--- config.mk ---
export PLATFORM = sky130hd
export DESIGN_NAME = cell_reference_parser_flat
export DESIGN_NICKNAME = d
export VERILOG_FILES = /design/src/rtl/crp_pkg.sv /design/src/rtl/crp_if.sv /design/src/rtl/cell_reference_parser.sv /design/src/rtl/crp_input_reg.sv /design/src/rtl/crp_step.sv /design/src/rtl/crp_output_reg.sv /design/src/flat_wrapper.sv
export SDC_FILE = /design/constraint.sdc
export NUM_CORES = 1
export LEC_CHECK = 0
export BUFFER_PORTS_ARGS = -buffer_cell sky130_fd_sc_hd__buf_2
export CORE_MARGIN = 5
export CORE_UTILIZATION = 60
export CTS_CLUSTER_DIAMETER = 30
export DETAILED_ROUTE_END_ITERATION = 10
export PLACE_DENSITY = 0.77
export SETUP_SLACK_MARGIN = 0.4
export SYNTH_ARGS = -nofsm -noshare
export SYNTH_HDL_FRONTEND = slang
export SYNTH_SLANG_ARGS = --single-unit
--- constraint.sdc ---
create_clock -name clk_i -period 7 [get_ports clk_i]
set_input_delay 1.05 -clock clk_i [delete_from_list [all_inputs] [get_ports clk_i]]
set_output_delay 1.05 -clock clk_i [all_outputs]
set_load 0.02 [all_outputs]
--- src/rtl/crp_pkg.sv ---
package crp_pkg;

  localparam int unsigned ChWidth     = 8;
  localparam int unsigned RowWidth    = 20;
  localparam int unsigned ColWidth    = 14;
  localparam int unsigned RowAccWidth = 21;
  localparam int unsigned ColAccWidth = 15;

  localparam int unsigned RowCountDefault = 1048576;
  localparam int unsigned ColCountDefault = 16384;

  localparam logic [ChWidth-1:0] ChUpperA = 8'h41;
  localparam logic [ChWidth-1:0] ChUpperZ = 8'h5A;
  localparam logic [ChWidth-1:0] ChZero   = 8'h30;
  localparam logic [ChWidth-1:0] ChNine   = 8'h39;

  localparam int unsigned ColBase = 26;
  localparam int unsigned RowBase = 10;

  typedef enum logic [2:0] {
    PH_LETTERS = 3'b001,
    PH_DIGITS  = 3'b010,
    PH_ERROR   = 3'b100
  } phase_e;

  typedef struct packed {
    logic [ChWidth-1:0] ch;
    logic               last;
  } item_t;

  typedef struct packed {
    logic                ok;
    logic [RowWidth-1:0] row;
    logic [ColWidth-1:0] col;
  } result_t;

endpackage

--- src/rtl/crp_if.sv ---
interface crp_item_if
  import crp_pkg::*;
();
  logic               valid;
  logic               ready;
  logic [ChWidth-1:0] ch;
  logic               last;

  modport source (output valid, output ch, output last, input ready);
  modport sink (input valid, input ch, input last, output ready);
endinterface

interface crp_result_if
  import crp_pkg::*;
();
  logic                valid;
  logic                ready;
  logic                ok;
  logic [RowWidth-1:0] row;
  logic [ColWidth-1:0] col;

  modport source (output valid, output ok, output row, output col, input ready);
  modport sink (input valid, input ok, input row, input col, output ready);
endinterface

--- src/rtl/cell_reference_parser.sv ---
// Cell reference parser (A1 style, e.g. "B12").
// Input channel item_i: one character per transaction (ch), with last set on
// the final character of a reference. Output channel result_o: one
// transaction per reference, carrying ok and the zero-based row and col;
// row and col are 0 when ok is 0.
// The format is one or more letters A..Z followed by one or more digits;
// the column is bijective base 26, the row decimal with leading zeros.
// Throughput: one character per cycle, sustained, except while a character
// with last waits for a stalled result register.
// An accepted character sits in the input register and is parsed as it
// advances; if it carries last, its result goes into the result register.
// Reset clears the parse state to the start of a reference and empties both
// registers. When the receiver stalls, the result register holds; characters
// without last keep flowing, and a character with last waits in the input
// register, stalling item_i, until the result register frees.
module cell_reference_parser
  import crp_pkg::*;
#(
  parameter int unsigned RowCount = RowCountDefault,
  parameter int unsigned ColCount = ColCountDefault
) (
  input  logic         clk_i,
  input  logic         rst_ni,
  crp_item_if.sink     item_i,
  crp_result_if.source result_o
);

  item_t   item_in, item_q;
  logic    item_valid, fire, out_free, has_result;
  result_t step_result, out_result;

  assign item_in.ch   = item_i.ch;
  assign item_in.last = item_i.last;

  assign fire = item_valid && (!item_q.last || out_free);

  crp_input_reg u_input_reg (
    .clk_i    (clk_i),
    .rst_ni   (rst_ni),
    .valid_i  (item_i.valid),
    .item_i   (item_in),
    .ready_o  (item_i.ready),
    .advance_i(fire),
    .valid_o  (item_valid),
    .item_o   (item_q)
  );

  crp_step #(
    .RowCount(RowCount),
    .ColCount(ColCount)
  ) u_step (
    .clk_i       (clk_i),
    .rst_ni      (rst_ni),
    .fire_i      (fire),
    .item_i      (item_q),
    .has_result_o(has_result),
    .result_o    (step_result)
  );

  crp_output_reg u_output_reg (
    .clk_i   (clk_i),
    .rst_ni  (rst_ni),
    .load_i  (has_result),
    .result_i(step_result),
    .free_o  (out_free),
    .valid_o (result_o.valid),
    .ready_i (result_o.ready),
    .result_o(out_result)
  );

  assign result_o.ok  = out_result.ok;
  assign result_o.row = out_result.row;
  assign result_o.col = out_result.col;

endmodule

--- src/rtl/crp_input_reg.sv ---
module crp_input_reg
  import crp_pkg::*;
(
  input  logic  clk_i,
  input  logic  rst_ni,
  input  logic  valid_i,
  input  item_t item_i,
  output logic  ready_o,
  input  logic  advance_i,
  output logic  valid_o,
  output item_t item_o
);

  logic  valid_q;
  logic  valid_d;
  item_t item_q;
  logic  load;

  assign ready_o = !valid_q || advance_i;
  assign load    = valid_i && ready_o;
  assign valid_d = load ? 1'b1 : (advance_i ? 1'b0 : valid_q);

  always_ff @(posedge clk_i or negedge rst_ni) begin
    if (!rst_ni) begin
      valid_q <= 1'b0;
    end else begin
      valid_q <= valid_d;
    end
  end

  always_ff @(posedge clk_i) begin
    if (load) begin
      item_q <= item_i;
    end
  end

  assign valid_o = valid_q;
  assign item_o  = item_q;

endmodule

--- src/rtl/crp_step.sv ---
module crp_step
  import crp_pkg::*;
#(
  parameter int unsigned RowCount = RowCountDefault,
  parameter int unsigned ColCount = ColCountDefault
) (
  input  logic    clk_i,
  input  logic    rst_ni,
  input  logic    fire_i,
  input  item_t   item_i,
  output logic    has_result_o,
  output result_t result_o
);

  localparam int unsigned ColProdWidth = ColAccWidth + 5;
  localparam int unsigned RowProdWidth = RowAccWidth + 4;
  localparam logic [ColAccWidth-1:0] ColMax = ColAccWidth'(ColCount);
  localparam logic [ColAccWidth-1:0] ColCap = ColAccWidth'(ColCount + 1);
  localparam logic [RowAccWidth-1:0] RowMax = RowAccWidth'(RowCount);
  localparam logic [RowAccWidth-1:0] RowCap = RowAccWidth'(RowCount + 1);

  phase_e                 phase_q, phase_d, phase_n;
  logic [ColAccWidth-1:0] col_q, col_d, col_n, col_mac;
  logic [RowAccWidth-1:0] row_q, row_d, row_n, row_mac;
  logic                   seen_q, seen_d, seen_n;
  logic                   is_letter, is_digit, ok;
  logic [ColProdWidth-1:0] col_wide;
  logic [RowProdWidth-1:0] row_wide;
  logic [4:0]             letter_val;
  logic [3:0]             digit_val;

  assign is_letter  = (item_i.ch >= ChUpperA) && (item_i.ch <= ChUpperZ);
  assign is_digit   = (item_i.ch >= ChZero) && (item_i.ch <= ChNine);
  assign letter_val = 5'(item_i.ch - ChUpperA + 8'd1);
  assign digit_val  = 4'(item_i.ch - ChZero);

  assign col_wide = ColProdWidth'(col_q) * ColProdWidth'(ColBase)
                  + ColProdWidth'(letter_val);
  assign row_wide = RowProdWidth'(row_q) * RowProdWidth'(RowBase)
                  + RowProdWidth'(digit_val);
  assign col_mac  = (col_wide > ColProdWidth'(ColCap)) ? ColCap : col_wide[ColAccWidth-1:0];
  assign row_mac  = (row_wide > RowProdWidth'(RowCap)) ? RowCap : row_wide[RowAccWidth-1:0];

  always_comb begin
    phase_n = phase_q;
    col_n   = col_q;
    row_n   = row_q;
    seen_n  = seen_q;
    case (phase_q)
      PH_LETTERS: begin
        if (is_letter) begin
          col_n = col_mac;
        end else if (is_digit && (col_q != '0)) begin
          phase_n = PH_DIGITS;
          row_n   = row_mac;
          seen_n  = 1'b1;
        end else begin
          phase_n = PH_ERROR;
        end
      end
      PH_DIGITS: begin
        if (is_digit) begin
          row_n  = row_mac;
          seen_n = 1'b1;
        end else begin
          phase_n = PH_ERROR;
        end
      end
      default: begin
        phase_n = PH_ERROR;
      end
    endcase
  end

  assign ok = (phase_n == PH_DIGITS) && seen_n
           && (row_n != '0) && (row_n <= RowMax)
           && (col_n != '0) && (col_n <= ColMax);

  always_comb begin
    phase_d = phase_q;
    col_d   = col_q;
    row_d   = row_q;
    seen_d  = seen_q;
    if (fire_i) begin
      if (item_i.last) begin
        phase_d = PH_LETTERS;
        col_d   = '0;
        row_d   = '0;
        seen_d  = 1'b0;
      end else begin
        phase_d = phase_n;
        col_d   = col_n;
        row_d   = row_n;
        seen_d  = seen_n;
      end
    end
  end

  always_ff @(posedge clk_i or negedge rst_ni) begin
    if (!rst_ni) begin
      phase_q <= PH_LETTERS;
      col_q   <= '0;
      row_q   <= '0;
      seen_q  <= 1'b0;
    end else begin
      phase_q <= phase_d;
      col_q   <= col_d;
      row_q   <= row_d;
      seen_q  <= seen_d;
    end
  end

  assign has_result_o = fire_i && item_i.last;
  assign result_o.ok  = ok;
  assign result_o.row = ok ? RowWidth'(row_n - 21'd1) : '0;
  assign result_o.col = ok ? ColWidth'(col_n - 15'd1) : '0;

endmodule

--- src/rtl/crp_output_reg.sv ---
module crp_output_reg
  import crp_pkg::*;
(
  input  logic    clk_i,
  input  logic    rst_ni,
  input  logic    load_i,
  input  result_t result_i,
  output logic    free_o,
  output logic    valid_o,
  input  logic    ready_i,
  output result_t result_o
);

  logic    valid_q;
  logic    valid_d;
  result_t result_q;

  assign free_o  = !valid_q || ready_i;
  assign valid_d = load_i ? 1'b1 : (ready_i ? 1'b0 : valid_q);

  always_ff @(posedge clk_i or negedge rst_ni) begin
    if (!rst_ni) begin
      valid_q <= 1'b0;
    end else begin
      valid_q <= valid_d;
    end
  end

  always_ff @(posedge clk_i) begin
    if (load_i) begin
      result_q <= result_i;
    end
  end

  assign valid_o  = valid_q;
  assign result_o = result_q;

endmodule

--- src/flat_wrapper.sv ---
// flat-port wrapper written by rule: the top's interface ports become plain ports
module cell_reference_parser_flat import crp_pkg::*;
#(
  parameter int unsigned RowCount = RowCountDefault,
  parameter int unsigned ColCount = ColCountDefault
)
  (clk_i, rst_ni, item_i_valid, item_i_ch, item_i_last, item_i_ready, result_o_valid, result_o_ok, result_o_row, result_o_col, result_o_ready);
  crp_item_if item_i_i ();
  crp_result_if result_o_i ();
  input  logic clk_i;
  input  logic rst_ni;
  input wire logic [$bits(item_i_i.valid)-1:0] item_i_valid;
  input wire logic [$bits(item_i_i.ch)-1:0] item_i_ch;
  input wire logic [$bits(item_i_i.last)-1:0] item_i_last;
  output wire logic [$bits(item_i_i.ready)-1:0] item_i_ready;
  output wire logic [$bits(result_o_i.valid)-1:0] result_o_valid;
  output wire logic [$bits(result_o_i.ok)-1:0] result_o_ok;
  output wire logic [$bits(result_o_i.row)-1:0] result_o_row;
  output wire logic [$bits(result_o_i.col)-1:0] result_o_col;
  input wire logic [$bits(result_o_i.ready)-1:0] result_o_ready;
  assign item_i_i.valid = item_i_valid;
  assign item_i_i.ch = item_i_ch;
  assign item_i_i.last = item_i_last;
  assign item_i_ready = item_i_i.ready;
  assign result_o_valid = result_o_i.valid;
  assign result_o_ok = result_o_i.ok;
  assign result_o_row = result_o_i.row;
  assign result_o_col = result_o_i.col;
  assign result_o_i.ready = result_o_ready;
  cell_reference_parser #(.RowCount(RowCount), .ColCount(ColCount)) u_core (.clk_i(clk_i), .rst_ni(rst_ni), .item_i(item_i_i), .result_o(result_o_i));
endmodule
==> summary.txt, run 1 <==
Critical path
  – Flop-to-flop setup slack: 0.72 ns
  – CP Cell Sequence: inv_1, ha_1, ha_1, ha_1, inv_1, fa_1, nand3b_1, o22ai_1, nor4bb_1, nand2_1, nor3_1, and3_1, a2111oi_2, a311o_2, o2111a_1, a22oi_1, buf_4, ha_1, inv_1, or2_2, nor2_1, xnor2_1, nor2_1
  – Worst path slowest cell: nor4bb_1
  – Cell mode on critical path: ha_1
  – CP Buf/Inv Count: 4
  – Worst Setup End Kind: flip-flop
  – WP data required: 7.10 ns
  – Max FO, Critical Path: 6
  – Max incr delay on CP: 0.69 ns
  – Reg2reg start: u_core.u_step.col_q[1]
  – WP data arrival: about 6.4 ns
  – Startpoint types: flip-flop
  – CP Class: reg -> reg
  – Crit path max-delay family: simple AND/OR/NAND/NOR gates
  – Reg2reg end: u_core.u_output_reg.result_o[10]
  – Path depth of the worst reg2reg path: 23

Floorplan
  – Ports: 50
  – Starting Density: 61.06%
  – Die height: between 100 and 150 um
  – Core area: 14480 um2
  – Die area: 17260 um2
  – Die X-Extent: between 100 and 150 um
  – Std-Cell Rows: 44

Clock network
  – Clk Tree Root Cell: clkbuf_16
  – TritonCTS buffer count: 9
  – TritonCTS clock tree: done
  – H-Tree Depth: 3
  – Post-CTS sizing: 0
  – Postcts setup bufs: 0
  – Clock sink count: 85
  – Worst-skew pair later-pin latency: 0.34 ns
  – CTS Buffer Depth: 2
  – Reg clk slew, reported paths: 0.06 ns
  – Hold buffers post-CTS: 0

GRT
  – Grt ovf: 0
  – First-pass GRT wire length: 38900 um
  – GRT Max-Usage Layer: met2
  – GRT Total Usage: a little over a quarter
  – Initial antenna violation count: 0
  – GR Util met1: 32.05%
  – GR Layer Usage met3: 3.058%
  – Largest net degree at the start of global routing: between 40 and 50
  – Vias in the first global route: 7820
  – Met2 GRT Util: 47.97%

Route
  – Initial DRC count: 722
  – Wire per inst: 19.18 um
  – Routed Antenna Nets: 0
  – DRC viols: 0
  – Via count: 7979
  – Detailed Routing Iterations Pass 1: 6
  – WL final: 23810 um
  – Via density: about 6.4

Final layout
  – Share of cells above drive strength 1: 11.16%
  – Area Overhead vs Synth: 8.704%
  – Final net count: 1170
  – Final core utilization: between 60 and 70%
  – # fillers: 1237
  – Post-route insts no fill: 1241
  – Ant. Diodes: 0

Status
  – Outcome: complete, no violations

Synthesis
  – Unique masters post-synth: 95
  – Post-Syn Area: 8841 um2
  – Adder-cell share of the synthesized area: roughly 16%
  – Mapped Avg Cell Area: 8.693 um2
  – Largest area contributor in the netlist: edfxtp_1
  – Top cells by count, synth: ha_1 (90), nor2_1 (89), nand2_1 (82)
  – Largest family of logic cells by synthesized area: compound AO/OA/AOI/OAI gates
  – Synth Area in XOR/XNOR: 7.770%
  – Async SR Flop Fraction: 48.24%
  – Seq cells post-synth: 85
  – Ranking of synthesized cells by area: edfxtp_1 (15%), ha_1 (13%), dfrtp_1 (11%)
  – Main synth FF type: edfxtp_1
  – Synth Area in Compound Gates: 23.58%
  – Yosys top cell area share: 14.94%
  – Most frequent cell after synthesis: ha_1
  – Fraction of synthesized area in multiplexers: 0.7218%
  – Cell count after synthesis: 1017
  – Simple-Gate Fraction of Synth Area: 20.17%
  – Post-synthesis sequential area ratio: around a quarter
  – Net Count, Synth: 1135
  – EDFF count, synth: 44
  – Yosys warning count: 0

Timing
  – Peak Freq: 159.3 MHz
  – Rel. slew slack: 28.01%
  – Worst slew pin tran: approximately 1.1 ns
  – Clock skew: 0.004335 ns
  – Final period util: around nine tenths
  – RSZ-0062 raised after global routing: true
  – PnR worst setup slack: 0.7215 ns
  – Setup TNS: 0 ns
  – Number of setup violations in the final report: 0
  – Max-slew violations: 0
  – Tmin final: about 6.3 ns
  – Final Hold Fails: 0

Hold path
  – Hold path cells: 2
  – Hold endpoint: u_core.u_step.phase_q[0]
  – Hold_sp: u_core.u_step.phase_q[0]
  – HP Class: reg -> reg

Power and ir drop
  – Int Pwr: 1072 uW
  – Power per Cell Area: 163.1 nW/um2
  – Sw frac: 31.61%
  – Sequential power share: 36.8%
  – Leak: 0.004401 uW
  – Clock Power Share: roughly a third
  – Worst vdd ir: approximately 0.12 mV
  – Combinational Power Share: 28.6%
  – Switch Pwr: 495.5 uW

Place
  – GPL Wtd Cong: about 0.94
  – Inst Count DP: 1225
  – HPWL after DPL: 18450 um
  – PortBufs: 49
  – Setup WS pre-CTS: 0.7248 ns

Job
  – Max Cap Violations: 0
-- worst register-to-register path, delay by kind of cell, from the launching register on --
kind / cells / cell delay, ns
AND/OR/NAND/NOR: 8 / 2.28
adder cells (fa/ha/maj): 5 / 1.63
AO/OA/AOI/OAI: 5 / 1.07
buffers and inverters: 4 / 0.47
flip-flops: 1 / 0.46
XOR/XNOR: 1 / 0.14
-- how the worst max path moves through the flow --
stage	startpoint	to	cells after the start
6_report	u_core.u_step.col_q[1]	u_core.u_output_reg.result_o[10]	23
5_1_grt	u_core.u_step.col_q[1]	u_core.u_output_reg.result_o[10]	24
4_1_cts	u_core.u_step.col_q[1]	u_core.u_output_reg.result_o[10]	24
3_5_place_dp	u_core.u_step.col_q[1]	u_core.u_output_reg.result_o[10]	24
3_3_place_gp	u_core.u_step.col_q[1]	u_core.u_output_reg.result_o[10]	24
2_1_floorplan	u_core.u_step.col_q[1]	u_core.u_output_reg.result_o[10]	23
-- cell usage in the layout (no fill, tap or decap), types with 16 or more instances in the layout --
master    instances
a21oi_1          42
nand2_1          82
xor2_1           27
nand2b_1         20
xnor2_1          46
edfxtp_1         44
dfrtp_1          40
inv_1            69
ha_1             90
a21o_1           16
o21ai_0          79
nand3_1          22
nor2_1           89
buf_2            49
o22ai_1          16
-- power by group through the flow --
stage	logic, uW	clock network, uW	registers (uW)
final	448	543	576
after floorplan	323	0	591
after detailed placement	437	0	585
after global routing	486	569	577
after CTS	441	544	576
after global placement	432	0	585
-- flip-flops by register name, indices dropped and copies added (netlist names) --
signal                        flops
u_core.u_step.col_q              15
u_core.u_step.row_q              21
u_core.u_input_reg.valid_o        1
u_core.u_output_reg.valid_o       1
u_core.u_input_reg.item_o         9
u_core.u_output_reg.result_o     35
u_core.u_step.phase_q             3
-- per-layer routing --
metal  vias up  part of all wire, %  wire [um]
li1       3824                    -          -
met1      3765                   40       9536
met2       293                   50      11860
met3        97                  4.6       1085
met4         0                  5.6       1323
met5         -                    0          0
-- cell type report --
class / instances / area, um2 / area share, %
Sequential cell: 85 / 2349 / 24.44
Clock inverter: 6 / 111.4 / 1.159
Multi-Input combinational cell: 824 / 6073 / 63.19
Timing Repair Buffer: 62 / 355.3 / 3.697
Tap cell: 184 / 230.2 / 2.396
Inverter: 70 / 262.8 / 2.734
Clock buffer: 10 / 229.0 / 2.383
-- per-stage QoR --
stage / hold slack [ns] / cell area (um2) / total power, uW
after global placement: 0.4530 / 9243 / 1017
final: 0.4754 / 9610 / 1568
after detailed placement: 0.4631 / 9243 / 1022
after CTS: 0.4762 / 9583 / 1561
after global routing: 0.4981 / 9610 / 1632
after floorplan: 0.4438 / 8841 / 914.1
-- logic make-up after synthesis --
logic type,after synthesis
AOI/OAI and AO/OA,295
xor gates and xnor gates,76
adders and majority gates,105
buffers and inverters,108
DFF,85
muxes,6
and+or+nand+nor,342
(Power assumes the default switching activity.)
==> run 2, diff against run 1 <==
==> constraint.sdc (replaced) <==
create_clock -name clk_i -period 7.6 [get_ports clk_i]
set_input_delay 1.14 -clock clk_i [delete_from_list [all_inputs] [get_ports clk_i]]
set_output_delay 1.14 -clock clk_i [all_outputs]
set_load 0.02 [all_outputs]
==> summary.txt, run 2 (synthesis results as in run 1) <==
Timing
  – Final period util: 87.67% (-2.0 points)
  – Max-slew violations: 0 (unchanged)
  – Final Hold Fails: 0 (unchanged)
  – PnR worst setup slack: 0.9370 ns (+0.2155 ns)
  – Number of setup violations in the final report: 0 (unchanged)
  – Clock skew: 0.006455 ns (+0.002120 ns)
  – Setup TNS: 0 ns (unchanged)
  – Worst slew pin tran: 1.082 ns (+0.002041 ns)
  – Peak Freq: 150.1 MHz (-5.8%)
  – RSZ-0062 raised after global routing: false
  – Tmin final: 6.663 ns (+0.3845 ns)
  – Rel. slew slack: 27.88% (-0.14 points)

Final layout
  – Fin area: 9459 um2 (-1.6%)
  – Final net count: 1164 (-0.51%)
  – Share of cells above drive strength 1: 10.37% (-0.79 points)
  – Max reg flops: 35 (unchanged)
  – Ant. Diodes: 0 (unchanged)
  – Area Overhead vs Synth: 6.991%
  – Commonest non-fill, non-tap cell in the layout: ha_1
  – Commonest non-fill, non-tap cells in the layout: ha_1 (90), nor2_1 (89), nand2_1 (82), o21ai_0 (79), inv_1 (69)

Route
  – WL final: 23620 um (-0.79%)
  – Detailed Routing Iterations Pass 1: 5 (-1)
  – DRC viols: 0 (unchanged)
  – Routed Antenna Nets: 0 (unchanged)
  – Initial DRC count: 679 (-6.0%)
  – Wire per inst: 19.12 um (-0.31%)
  – Via count: 7953 (-0.33%)
  – Via density: 6.440 (+0.16%)

Floorplan
  – Std-Cell Rows: 44 (unchanged)
  – Die height: 131.4 um (unchanged)
  – Ports: 50 (unchanged)
  – Starting Density: 61.06% (unchanged)
  – Core area: 14480 um2 (unchanged)
  – Die area: 17260 um2 (unchanged)
  – Die X-Extent: 131.4 um (unchanged)

Job
  – Max Cap Violations: 0 (unchanged)

Clock network
  – Reg clk slew, reported paths: 0.06 ns (about the same)
  – Postcts setup bufs: 0 (unchanged)
  – CTS Buffer Depth: 2 (unchanged)
  – TritonCTS clock tree: done
  – Post-CTS sizing: 0 (unchanged)
  – Clock sink count: 85 (unchanged)
  – H-Tree Depth: 3 (unchanged)
  – Clk Tree Root Cell: clkbuf_16
  – Worst-skew pair later-pin latency: 0.34 ns (about the same)
  – Hold buffers post-CTS: 0 (unchanged)
  – TritonCTS buffer count: 9 (unchanged)

GRT
  – Initial antenna violation count: 0 (unchanged)
  – Grt ovf: 0 (unchanged)
  – First-pass GRT wire length: 38890 um (about the same)
  – GRT Total Usage: 26.85% (-0.25 points)
  – Vias in the first global route: 7863 (+0.55%)
  – Largest net degree at the start of global routing: 42 (unchanged)

Critical path
  – WP data arrival: 6.76 ns (+0.38 ns)
  – Worst path slowest cell: a2111oi_0
  – Cell mode on critical path: ha_1
  – CP Class: reg -> reg
  – Max incr delay on CP: 0.62 ns (-0.07 ns)
  – WP data required: 7.70 ns (+0.60 ns)
  – CP Cell Sequence: inv_1, ha_1, ha_1, ha_1, inv_1, fa_1, xor2_1, a2111oi_0, xnor3_1, or4_1, nor2_1, o21ai_0, a2111oi_2, a311o_2, o211ai_2, nand2b_1, buf_4, o22ai_1, ha_1, o2111ai_1, xor2_1, nor2_1, o21ai_4, o21ba_1
  – Worst Setup End Kind: flip-flop
  – Max FO, Critical Path: 34 (+28)
  – Crit path max-delay family: compound AO/OA/AOI/OAI gates
  – CP Buf/Inv Count: 3 (-1)
  – Startpoint types: flip-flop

Place
  – PortBufs: 49 (unchanged)
  – HPWL after DPL: 18540 um (+0.52%)
  – Setup WS pre-CTS: 1.037 ns (+0.3119 ns)
  – GPL Wtd Cong: 0.9361 (-0.50%)
  – DP Area: 9185 um2 (-0.62%)

Power and ir drop
  – Leak: 0.004328 uW (-1.6%)
  – Worst vdd ir: 0.1180 mV (-3.3%)
  – Power per Cell Area: 142.7 nW/um2 (-13%)
  – Tot Pwr: 1350 uW (-14%)

Status
  – Outcome: complete, no violations

Hold path
  – HP Class: reg -> reg
[run 2: cell count changes in the layout (fill, tap and decap cells not counted), sizes merged]
cell	previous run	this run
buf	62	56
bufinv	3	0
inv	70	72
clkinvlp	1	3
clkbuf	10	9
[run 2: metrics by stage]
stage	utilization, %	hold WS (ns)	instances
2_1_floorplan	-	0.4438	1017
3_3_place_gp	63.44	0.4558	1219
3_5_place_dp	63.44	0.4643	1219
4_1_cts	65.33	0.4815	1235
5_1_grt	65.33	0.5143	1235
6_report	65.33	0.4822	1235
[run 2: power breakdown]
part	leakage [uW]	switching, uW	internal [uW]
combinational	0.00321	257	154
sequential	0.000990	20.5	510
clock	0.000126	187	222
[run 2: metal layers]
metal / vias to the layer above / share of wire, % / routed length [um] / global-route usage [%]
met5: - / 0 / 0 / 0
met4: 0 / 4.3 / 1021 / 13.31
met3: 76 / 4.8 / 1139 / 2.905
met2: 288 / 51 / 11990 / 48.17
met1: 3778 / 40 / 9467 / 31.82
li1: 3811 / - / - / -
[run 2: cell type report]
class                   instances  area (um2)
well taps                     184       230.2
repair buffers                 56       297.8
clock buffers                   9       225.2
inverters                      70       262.8
flip-flops and latches         85        2349
clock inverters                 7       48.80
multi-input cells             824        6046
fillers                      1239        5020
[run 2: worst register-to-register path: stages, from the launching register on]
cell and delay, ns:
dfrtp_1 0.45, inv_1 0.17, ha_1 0.32, ha_1 0.29
ha_1 0.23, inv_1 0.08, fa_1 0.40, xor2_1 0.19
a2111oi_0 0.62, xnor3_1 0.33, or4_1 0.60, nor2_1 0.12
o21ai_0 0.11, a2111oi_2 0.29, a311o_2 0.19, o211ai_2 0.11
nand2b_1 0.18, buf_4 0.19, o22ai_1 0.32, ha_1 0.21
o2111ai_1 0.12, xor2_1 0.23, nor2_1 0.10, o21ai_4 0.33
o21ba_1 0.24
[run 2: worst paths after layout]
check | endpoint | startpoint | cells past startpoint | slack, ns
worst min-delay path | u_core.u_step.phase_q[0] | u_core.u_step.phase_q[0] | 2 | 0.48
max in group asynchronous | u_core.u_step.row_q[6] | rst_ni | 1 | 5.93
worst max register to register | u_core.u_output_reg.result_o[23] | u_core.u_step.col_q[1] | 24 | 0.94
worst max-delay path | u_core.u_output_reg.result_o[23] | u_core.u_step.col_q[1] | 24 | 0.94
min in group asynchronous | u_core.u_step.row_q[16] | rst_ni | 1 | 0.98
worst min register to register | u_core.u_step.phase_q[0] | u_core.u_step.phase_q[0] | 2 | 0.48
